<file path="src/rtl/l2s_pkg.sv">
// Shared types and the threshold table for the linear to sRGB 8-bit encoder.
// The table is built at elaboration by exact integer arithmetic; no dependencies.
package l2s_pkg;

	localparam int unsigned CodeW    = 8;
	localparam int unsigned MagW     = 31;
	localparam int unsigned StageCnt = CodeW;
	localparam int unsigned BigW     = 640;

	localparam logic [MagW-1:0] OneMag  = 31'h3F80_0000;
	localparam logic [MagW-1:0] NanMin  = 31'h7F80_0001;
	localparam logic [MagW-1:0] MagZero = '0;
	localparam logic [MagW-1:0] MagFull = '1;

	localparam logic [BigW-1:0] LinScale   = BigW'(10000000);
	localparam logic [BigW-1:0] LinKnee    = BigW'(31308);
	localparam logic [BigW-1:0] LinSlope   = BigW'(1292);
	localparam logic [BigW-1:0] OutScale   = BigW'(2559999);
	localparam logic [BigW-1:0] LinStep    = BigW'(1000000);
	localparam logic [BigW-1:0] GammaStep  = BigW'(10000000);
	localparam logic [BigW-1:0] GammaOfs   = BigW'(140799945);
	localparam logic [BigW-1:0] GammaDen   = BigW'(64'd2700798945);

	typedef struct packed {
		logic [MagW-1:0]  mag;
		logic [CodeW-1:0] code;
	} pix_t;

	typedef logic [(1 << CodeW)-1:0][MagW-1:0] thresh_rom_t;

	// true when the positive value with magnitude bits mag maps to a code of k or more
	function automatic logic reaches(input logic [MagW-1:0] mag, input int unsigned k);
		logic [7:0]      e;
		logic [23:0]     m;
		int unsigned     s;
		logic [BigW-1:0] l;
		logic [BigW-1:0] r;
		logic [BigW-1:0] num;
		logic            res;
		e = mag[30:23];
		if (e == 8'd0) begin
			m = {1'b0, mag[22:0]};
			s = 149;
		end else begin
			m = {1'b1, mag[22:0]};
			s = 150 - int'(e);
		end
		l = BigW'(m) * LinScale;
		r = LinKnee << s;
		if (l <= r) begin
			l = BigW'(m) * LinSlope * OutScale;
			r = (BigW'(k) * LinStep) << s;
			res = (l >= r);
		end else begin
			num = BigW'(k) * GammaStep + GammaOfs;
			l = BigW'(m);
			for (int i = 0; i < 4; i++)
				l = l * BigW'(m);
			for (int i = 0; i < 12; i++)
				l = l * GammaDen;
			r = num;
			for (int i = 0; i < 11; i++)
				r = r * num;
			r = r << (5 * s);
			res = (l >= r);
		end
		return res;
	endfunction

	// smallest magnitude that reaches each code; entry zero is unused
	function automatic thresh_rom_t build_rom();
		thresh_rom_t     rom;
		logic [MagW-1:0] lo;
		logic [MagW-1:0] hi;
		logic [MagW-1:0] mid;
		rom = '0;
		for (int k = 1; k < (1 << CodeW); k++) begin
			lo = 31'd1;
			hi = OneMag - 31'd1;
			for (int i = 0; i < MagW; i++) begin
				if (lo < hi) begin
					mid = lo + ((hi - lo) >> 1);
					if (reaches(mid, k))
						hi = mid;
					else
						lo = mid + 31'd1;
				end
			end
			rom[CodeW'(k)] = lo;
		end
		return rom;
	endfunction

	localparam thresh_rom_t ThreshRom = build_rom();

endpackage

</file>
<file path="src/rtl/l2s_search.sv">
// Eight-stage binary search of the threshold table, one code bit per stage.
// Depends on l2s_pkg.
module l2s_search import l2s_pkg::*; (
	input  logic             clk,
	input  logic             arst_n,
	input  logic             advance,
	input  logic             vld_in,
	input  pix_t             pix_in,
	output logic             vld_out,
	output logic [CodeW-1:0] code_out
);

	// index is the stage number: stage 1 is pix_in, stage 9 the last register
	logic vld_s [2:StageCnt+1];
	pix_t pix_s [2:StageCnt+1];

	for (genvar i = 0; i < StageCnt; i++) begin : g_stage
		localparam logic [CodeW-1:0] Bit = CodeW'(1) << (CodeW - 1 - i);
		logic             vld_cur;
		pix_t             pix_cur;
		logic [CodeW-1:0] cand;
		pix_t             pix_nxt;

		if (i == 0) begin : g_first
			assign vld_cur = vld_in;
			assign pix_cur = pix_in;
		end else begin : g_rest
			assign vld_cur = vld_s[i+1];
			assign pix_cur = pix_s[i+1];
		end

		always_comb begin
			cand         = pix_cur.code | Bit;
			pix_nxt.mag  = pix_cur.mag;
			pix_nxt.code = (pix_cur.mag >= ThreshRom[cand]) ? cand : pix_cur.code;
		end

		always_ff @(posedge clk or negedge arst_n) begin
			if (!arst_n) begin
				vld_s[i+2] <= 1'b0;
			end else if (advance) begin
				vld_s[i+2] <= vld_cur;
			end
		end

		always_ff @(posedge clk) begin
			if (advance) begin
				pix_s[i+2] <= pix_nxt;
			end
		end
	end

	assign vld_out  = vld_s[StageCnt+1];
	assign code_out = pix_s[StageCnt+1].code;

endmodule

</file>
<file path="src/rtl/linear_to_srgb8_encode_top.sv">
// Linear-light float to 8-bit sRGB encoder, top level.
// Throughput: one request per cycle while a valid result is not stalled; one input
// register and eight search stages move together, each stage one table lookup and
// one 31-bit compare.
// Reset clears every stage valid bit; data registers are not reset.
// Depends on l2s_pkg and l2s_search.
module linear_to_srgb8_encode_top import l2s_pkg::*; (
	input  logic             clk,
	input  logic             arst_n,
	input  logic             linear_valid,
	output logic             linear_stall,
	input  logic [31:0]      linear_value,
	output logic             srgb_valid,
	input  logic             srgb_stall,
	output logic [CodeW-1:0] srgb_code
);

	logic            advance;
	logic            vld_s1;
	pix_t            pix_s1;
	logic [MagW-1:0] mag_in;

	assign advance      = !(srgb_valid && srgb_stall);
	assign linear_stall = !advance;

	// fold sign, NaN and overrange into magnitudes that search to 0 or 255
	always_comb begin
		priority if (linear_value[31])
			mag_in = MagZero;
		else if (linear_value[30:0] >= NanMin)
			mag_in = MagZero;
		else if (linear_value[30:0] >= OneMag)
			mag_in = MagFull;
		else
			mag_in = linear_value[30:0];
	end

	always_ff @(posedge clk or negedge arst_n) begin
		if (!arst_n) begin
			vld_s1 <= 1'b0;
		end else if (advance) begin
			vld_s1 <= linear_valid;
		end
	end

	always_ff @(posedge clk) begin
		if (advance) begin
			pix_s1.mag  <= mag_in;
			pix_s1.code <= '0;
		end
	end

	l2s_search u_search (
		.clk      (clk),
		.arst_n   (arst_n),
		.advance  (advance),
		.vld_in   (vld_s1),
		.pix_in   (pix_s1),
		.vld_out  (srgb_valid),
		.code_out (srgb_code)
	);

endmodule

</file>
<file path="config.mk">
export PLATFORM = sky130hd
export DESIGN_NAME = linear_to_srgb8_encode_top
export DESIGN_NICKNAME = d
export VERILOG_FILES = /design/src/rtl/l2s_pkg.sv /design/src/rtl/l2s_search.sv /design/src/rtl/linear_to_srgb8_encode_top.sv
export SDC_FILE = /design/constraint.sdc
export NUM_CORES = 1
export LEC_CHECK = 0
export CORE_MARGIN = 3
export CORE_UTILIZATION = 58
export DETAILED_ROUTE_END_ITERATION = 8
export DONT_BUFFER_PORTS = 1
export GPL_ROUTABILITY_DRIVEN = 0
export PLACE_DENSITY = 0.88
export SETUP_SLACK_MARGIN = 0.15
export SLEW_MARGIN = 20
export SYNTH_ARGS = -nofsm -noshare
export SYNTH_HDL_FRONTEND = slang
export SYNTH_HIERARCHICAL = 1
export SYNTH_SLANG_ARGS = --single-unit
</file>
<file path="constraint.sdc">
create_clock -name clk -period 1.8 [get_ports clk]
set_input_delay 0.09 -clock clk [delete_from_list [all_inputs] [get_ports clk]]
set_output_delay 0.09 -clock clk [all_outputs]
set_load 0.05 [all_outputs]
</file>
==> flow_summary.ini, run 1 <==
[floorplanning]
die_w_um = 33.5
initial_utilization_pct = 66.1
die_h_um = 33.5
rows = 9

[status]
status = did not finish
tool.error = [ERROR PDN-0185] Insufficient width (27.14 um) to add straps on layer met4 in grid "grid" with total strap width 15.2 um and offset 13.6 um.
stop_stage = power grid generation

[logic_synthesis]
avgSynthCellArea_um2 = 14.6
yosysWarnings = 6
syn-cell-area_um2 = 439
syn_inst = 30
==> inputs of run 2 (changes only) <==
--- a/config.mk
+++ b/config.mk
@@ -6,12 +6,11 @@
 export NUM_CORES = 1
 export LEC_CHECK = 0
 export CORE_MARGIN = 3
-export CORE_UTILIZATION = 58
+export CORE_UTILIZATION = 40
 export DETAILED_ROUTE_END_ITERATION = 8
 export DONT_BUFFER_PORTS = 1
 export GPL_ROUTABILITY_DRIVEN = 0
-export PLACE_DENSITY = 0.88
-export SETUP_SLACK_MARGIN = 0.15
+export PLACE_DENSITY_LB_ADDON = 0.15
 export SLEW_MARGIN = 20
 export SYNTH_ARGS = -nofsm -noshare
 export SYNTH_HDL_FRONTEND = slang
==> constraint.sdc (replaced) <==
create_clock -name clk -period 2.3 [get_ports clk]
set_input_delay 0.115 -clock clk [delete_from_list [all_inputs] [get_ports clk]]
set_output_delay 0.115 -clock clk [all_outputs]
set_load 0.05 [all_outputs]
==> run 2 against run 1 <==
The flow now finishes without violations. Synthesized cell count unchanged. Area after synthesis stayed put.
==> flow_summary.ini, run 2 <==
[status]
status = complete, no violations

[logic_synthesis]
syn-cell-area_um2 = 439
syn_inst = 30
yosysWarnings = 6
avgSynthCellArea_um2 = 14.6

[critical_path]
cp.arrival_ps = 1830
critical_path_class = flop to output pin
crit_path_top_delay_cell = dfrtp_1
ff2ff_setup_slack_ps = 660
endpoint_kind = output pin
cp_slowest_stage_delay_ps = 660
ff2ff_path_depth = 2
cp_top_family = flip-flops
cp.depth = 2
crit_chain = nand2_1, inv_1
startpoint_type = flop
cp_max_fo = 10
crit_required_ps = 2180
crit_buf_inv = 1

[clock_network]
cts-root-buf = clkbuf_4
clk_path_buf_depth = 2
clock_latency_ps = 260
cts-buffers-inserted = 3
tritoncts = built
cts.clk_slew.worst_paths_ps = 60
cts.repair.resized = 0
post_cts.repair.setup_buffers = 0
cts_sinks = 9
h-tree-depth = 1

[power]
ir_drop_uv = 526
p_comb_share_pct = 34.9
power_switching_uw = 227
pwr-share-seq_pct = 47.4
leakagePower_uw = 0.000240
swShare_pct = 34.3
p_per_area_nw_per_um2 = 1450
clockPowerShare_pct = 17.8
p_int_uw = 435

[global_route]
met2_usage_pct = 13.1
overflow = 0
antenna_found_initial = 0
globalRoute.busiestLayer = met2
grt_use_met1_pct = 11.6
grt_max_degree = 11
grt_pass1_wl_um = 952
met3_usage_pct = 8.67
first_global_vias = 221
grtUsageTotal_pct = 10.3

[finish]
final_layout_size_suffix_gt1_share_pct = 35.3
multiInputGateArea_um2 = 165
nNetsFinal = 71
area_growth_pct = 3.99
seq_area_um2 = 225
largest_reg_flops = 7
fillCellCount = 98
final_cell_mix = 9 x dfrtp_1, 8 x mux2_4, 8 x conb_1
final_common_cell = dfrtp_1
final_cell_count_no_fill = 47
fin_util_pct = 46.7
num_antenna_cells = 0

[placed_design]
port_buffers = 0
placed_cells = 41
place_ws_ps = 619
dp_hpwl_um = 364

[floorplanning]
core_area_um2 = 977
io_pins = 46
die_w_um = 39.1
initial_utilization_pct = 44.9
dieArea_um2 = 1530
die_h_um = 39.1
rows = 11

[flow_run]
max_cap_violations = 0

[route]
ant_nets = 0
drt_first_iter_violations = 2
wire_per_inst_um = 11.5
routed_wl_um = 541
dr.pass1.iters = 2
drc = 0
viasPerCell = 4.11
vias = 193

[sta]
clock.fmax_ghz = 0.513
period_needed_ps = 1950
final-hold-violation-count = 0
period_share_pct = 84.7
final.setup.worst_slack_ps = 352
rsz0062_at_grt = no
skew_ps = 2.36
worst_slew_pin_slew_ps = 514
slew_headroom_pct = 65.7
report.final.slew_viol_count = 0
fin_tns_setup_ps = 0
setup_viol = 0

[worst_hold_path]
min_path_type = input pin to asynchronous set/reset pin
[run 2: what timing repair did]
action / CTS / global route
endpoints found under the hold margin: 10 / 0
hold buffers: 2 / 0
setup endpoints to repair: 0 / 0
[run 2: power by group through the flow]
stage | Combinational (µW) | Clock [µW] | Sequential (µW)
after CTS | 232 | 125 | 313
after detailed placement | 223 | 0 | 314
final | 231 | 118 | 313
after global placement | 221 | 0 | 312
after global routing | 247 | 134 | 324
after floorplan | 233 | 0 | 300
[run 2: worst reg2reg max path, cell delays in order, from the launching register on]
cell and delay, ps:
dfrtp_1 660, nand2_1 450, mux2_4 420
[run 2: cell type report]
| cell class | count | share of cell area (%) |
|---|---|---|
| tap | 13 | 3.56 |
| timing repair buffer | 2 | 4.38 |
| inverter | 1 | 0.822 |
| multi-input combinational | 18 | 36.2 |
| clock buffer | 4 | 5.75 |
| sequential | 9 | 49.3 |
[run 2: stage by stage]
stage	instance area (µm²)	total power, µW	hold slack (ps)
final	457	661	219
after global routing	457	705	249
after CTS	457	669	219
after detailed placement	410	537	-180
after global placement	410	533	-180
after floorplan	465	533	-181
[run 2: final timing paths]
kind | startpoint | to
min in group clk | srgb_stall | u_search/g_stage[6].vld_cur
hold reg to reg | vld_s1 | u_search/g_stage[1].vld_cur
max in group asynchronous | arst_n | u_search/g_stage[4].vld_cur
hold / removal | arst_n | u_search/g_stage[7].vld_cur
setup reg to reg | u_search/vld_out | u_search/g_stage[3].vld_cur
setup / recovery | u_search/vld_out | linear_stall
[run 2: layer usage]
layer | wire, µm | vias to the layer above
met1 | 247 | 95
met4 | 0 | 0
met5 | 0 | -
met2 | 239 | 10
li1 | - | 88
met3 | 54 | 0
Note: power is estimated with default switching activity, not from simulation.
==> inputs of run 3 (changes only) <==
==> constraint.sdc (replaced) <==
create_clock -name clk -period 2 [get_ports clk]
set_input_delay 0.1 -clock clk [delete_from_list [all_inputs] [get_ports clk]]
set_output_delay 0.1 -clock clk [all_outputs]
set_load 0.05 [all_outputs]
==> run 3 against run 2 <==
Clock power grew 15%. Combinational power is 40% higher. Die area unchanged. First-iteration DRC count decreased by 50%. Critical path depth unchanged. Worst setup slack improved by 150 ps. Via count grew 2.6%. Routed wire length increased by 16%. Cell area up 1.6%. Power is 18% higher. Highest routed layer unchanged.
==> flow_summary.ini, run 3 (same netlist as run 2, synthesis figures left out) <==
[status]
status = complete, no violations

[sta]
whs_ps = 203
fin_tns_setup_ps = 0
period_share_pct = 75.0
period_needed_ps = 1500
skew_ps = 1.17
report.final.slew_viol_count = 0
clock.fmax_ghz = 0.667
worst_slew_pin_slew_ps = 521
slew_headroom_pct = 65.2
setup_viol = 0
final-hold-violation-count = 0
final.setup.worst_slack_ps = 500
rsz0062_at_grt = no

[finish]
largest_reg_flops = 7
fillCellCount = 102
nNetsFinal = 72
num_antenna_cells = 0
final_common_cell = dfrtp_1
area_growth_pct = 5.70
final_cell_mix = 9 x dfrtp_1, 8 x mux2_4, 8 x conb_1
final_cell_count_no_fill = 48
final_layout_size_suffix_gt1_share_pct = 37.1

[floorplanning]
rows = 11
initial_utilization_pct = 44.9
dieArea_um2 = 1530
core_area_um2 = 977
die_h_um = 39.1
io_pins = 46
die_w_um = 39.1

[global_route]
overflow = 0
grt_max_degree = 11
grt_pass1_wl_mm = 1.15
grtUsageTotal_pct = 12.9
antenna_found_initial = 0
first_global_vias = 226

[critical_path]
crit_required_ps = 1900
r2r-start = u_search/vld_out
r2r-end = vld_s1
startpoint_type = flop
ff2ff_path_depth = 2
cp_max_fo = 10
critical_path_class = flop to output pin
endpoint_kind = output pin
cp.arrival_ps = 1400
ff2ff_setup_slack_ps = 720

[clock_network]
cts_sinks = 9
cts-root-buf = clkbuf_4
cts.clk_slew.worst_paths_ps = 60
clk_path_buf_depth = 2
tritoncts = built
cts.repair.resized = 0
cts-buffers-inserted = 3
clock_latency_ps = 250
h-tree-depth = 1

[placed_design]
dp_hpwl_um = 400
port_buffers = 0
place_ws_ps = 718
placed_cells = 42

[route]
drt_first_iter_violations = 1
wire_per_inst_um = 13.1
viasPerCell = 4.13
drc = 0
vias = 198
dr.pass1.iters = 2
routed_wl_um = 630
ant_nets = 0

[power]
ir_drop_uv = 675
leakagePower_uw = 0.000245
p_per_area_nw_per_um2 = 1680

[worst_hold_path]
min_path_type = input pin to asynchronous set/reset pin

[flow_run]
max_cap_violations = 0
-- run 3: cell types whose count changed in the layout (fill, tap and decap cells not counted), sizes merged --
cell / delta
buf: +1
-- run 3: metrics by stage --
stage / total power [µW] / instance area [µm²] / util (%)
final: 781 / 464 / 47.5
after global routing: 839 / 464 / 47.5
after CTS: 792 / 464 / 47.5
after detailed placement: 639 / 418 / 42.8
after global placement: 630 / 418 / 42.8
after floorplan: 613 / 465 / -
-- run 3: layout make-up --
type | count | area [µm²] | share of cell area, %
timing repair buffer | 3 | 27.5 | 5.93
multi-input combinational | 18 | 165 | 35.6
clock buffer | 4 | 26.3 | 5.66
inverter | 1 | 3.75 | 0.809
sequential | 9 | 225 | 48.5
tap | 13 | 16.3 | 3.50
-- run 3: routing by layer --
| layer | GRT usage (%) | up-vias | share of wire, % |
|---|---|---|---|
| li1 | - | 92 | - |
| met1 | 12.7 | 98 | 39 |
| met2 | 20.9 | 8 | 54 |
| met3 | 3.47 | 0 | 6.8 |
| met4 | 12.8 | 0 | 0 |
| met5 | 0 | - | 0 |
-- run 3: timing repair --
item,in CTS,in global routing
setup buffers,0,0
hold buffers,2,0
hold endpoints to repair,10,0
-- run 3: critical path, cell delays in order, from the launching register on --
cell and delay [ps]:
dfrtp_1 380, nand2_1 400, inv_1 370
-- run 3: power breakdown --
part / switching, µW / total, µW / internal (µW) / leakage [µW]
clock network: 59.6 / 136 / 76.6 / 0.0000150
registers: 50.3 / 321 / 270 / 0.000105
logic: 157 / 324 / 167 / 0.000125
total: 266 / 781 / 514 / 0.000245
-- run 3: worst max path at each step --
stage / startpoint / endpoint / slack (ps) / cells past startpoint
floorplan: u_search/vld_out / u_search/g_stage[1].vld_cur / 620 / 3
global placement: u_search/vld_out / vld_s1 / 730 / 2
detailed placement: u_search/vld_out / vld_s1 / 720 / 2
CTS: u_search/vld_out / linear_stall / 470 / 2
global route: u_search/vld_out / linear_stall / 380 / 2
finish: u_search/vld_out / linear_stall / 500 / 2
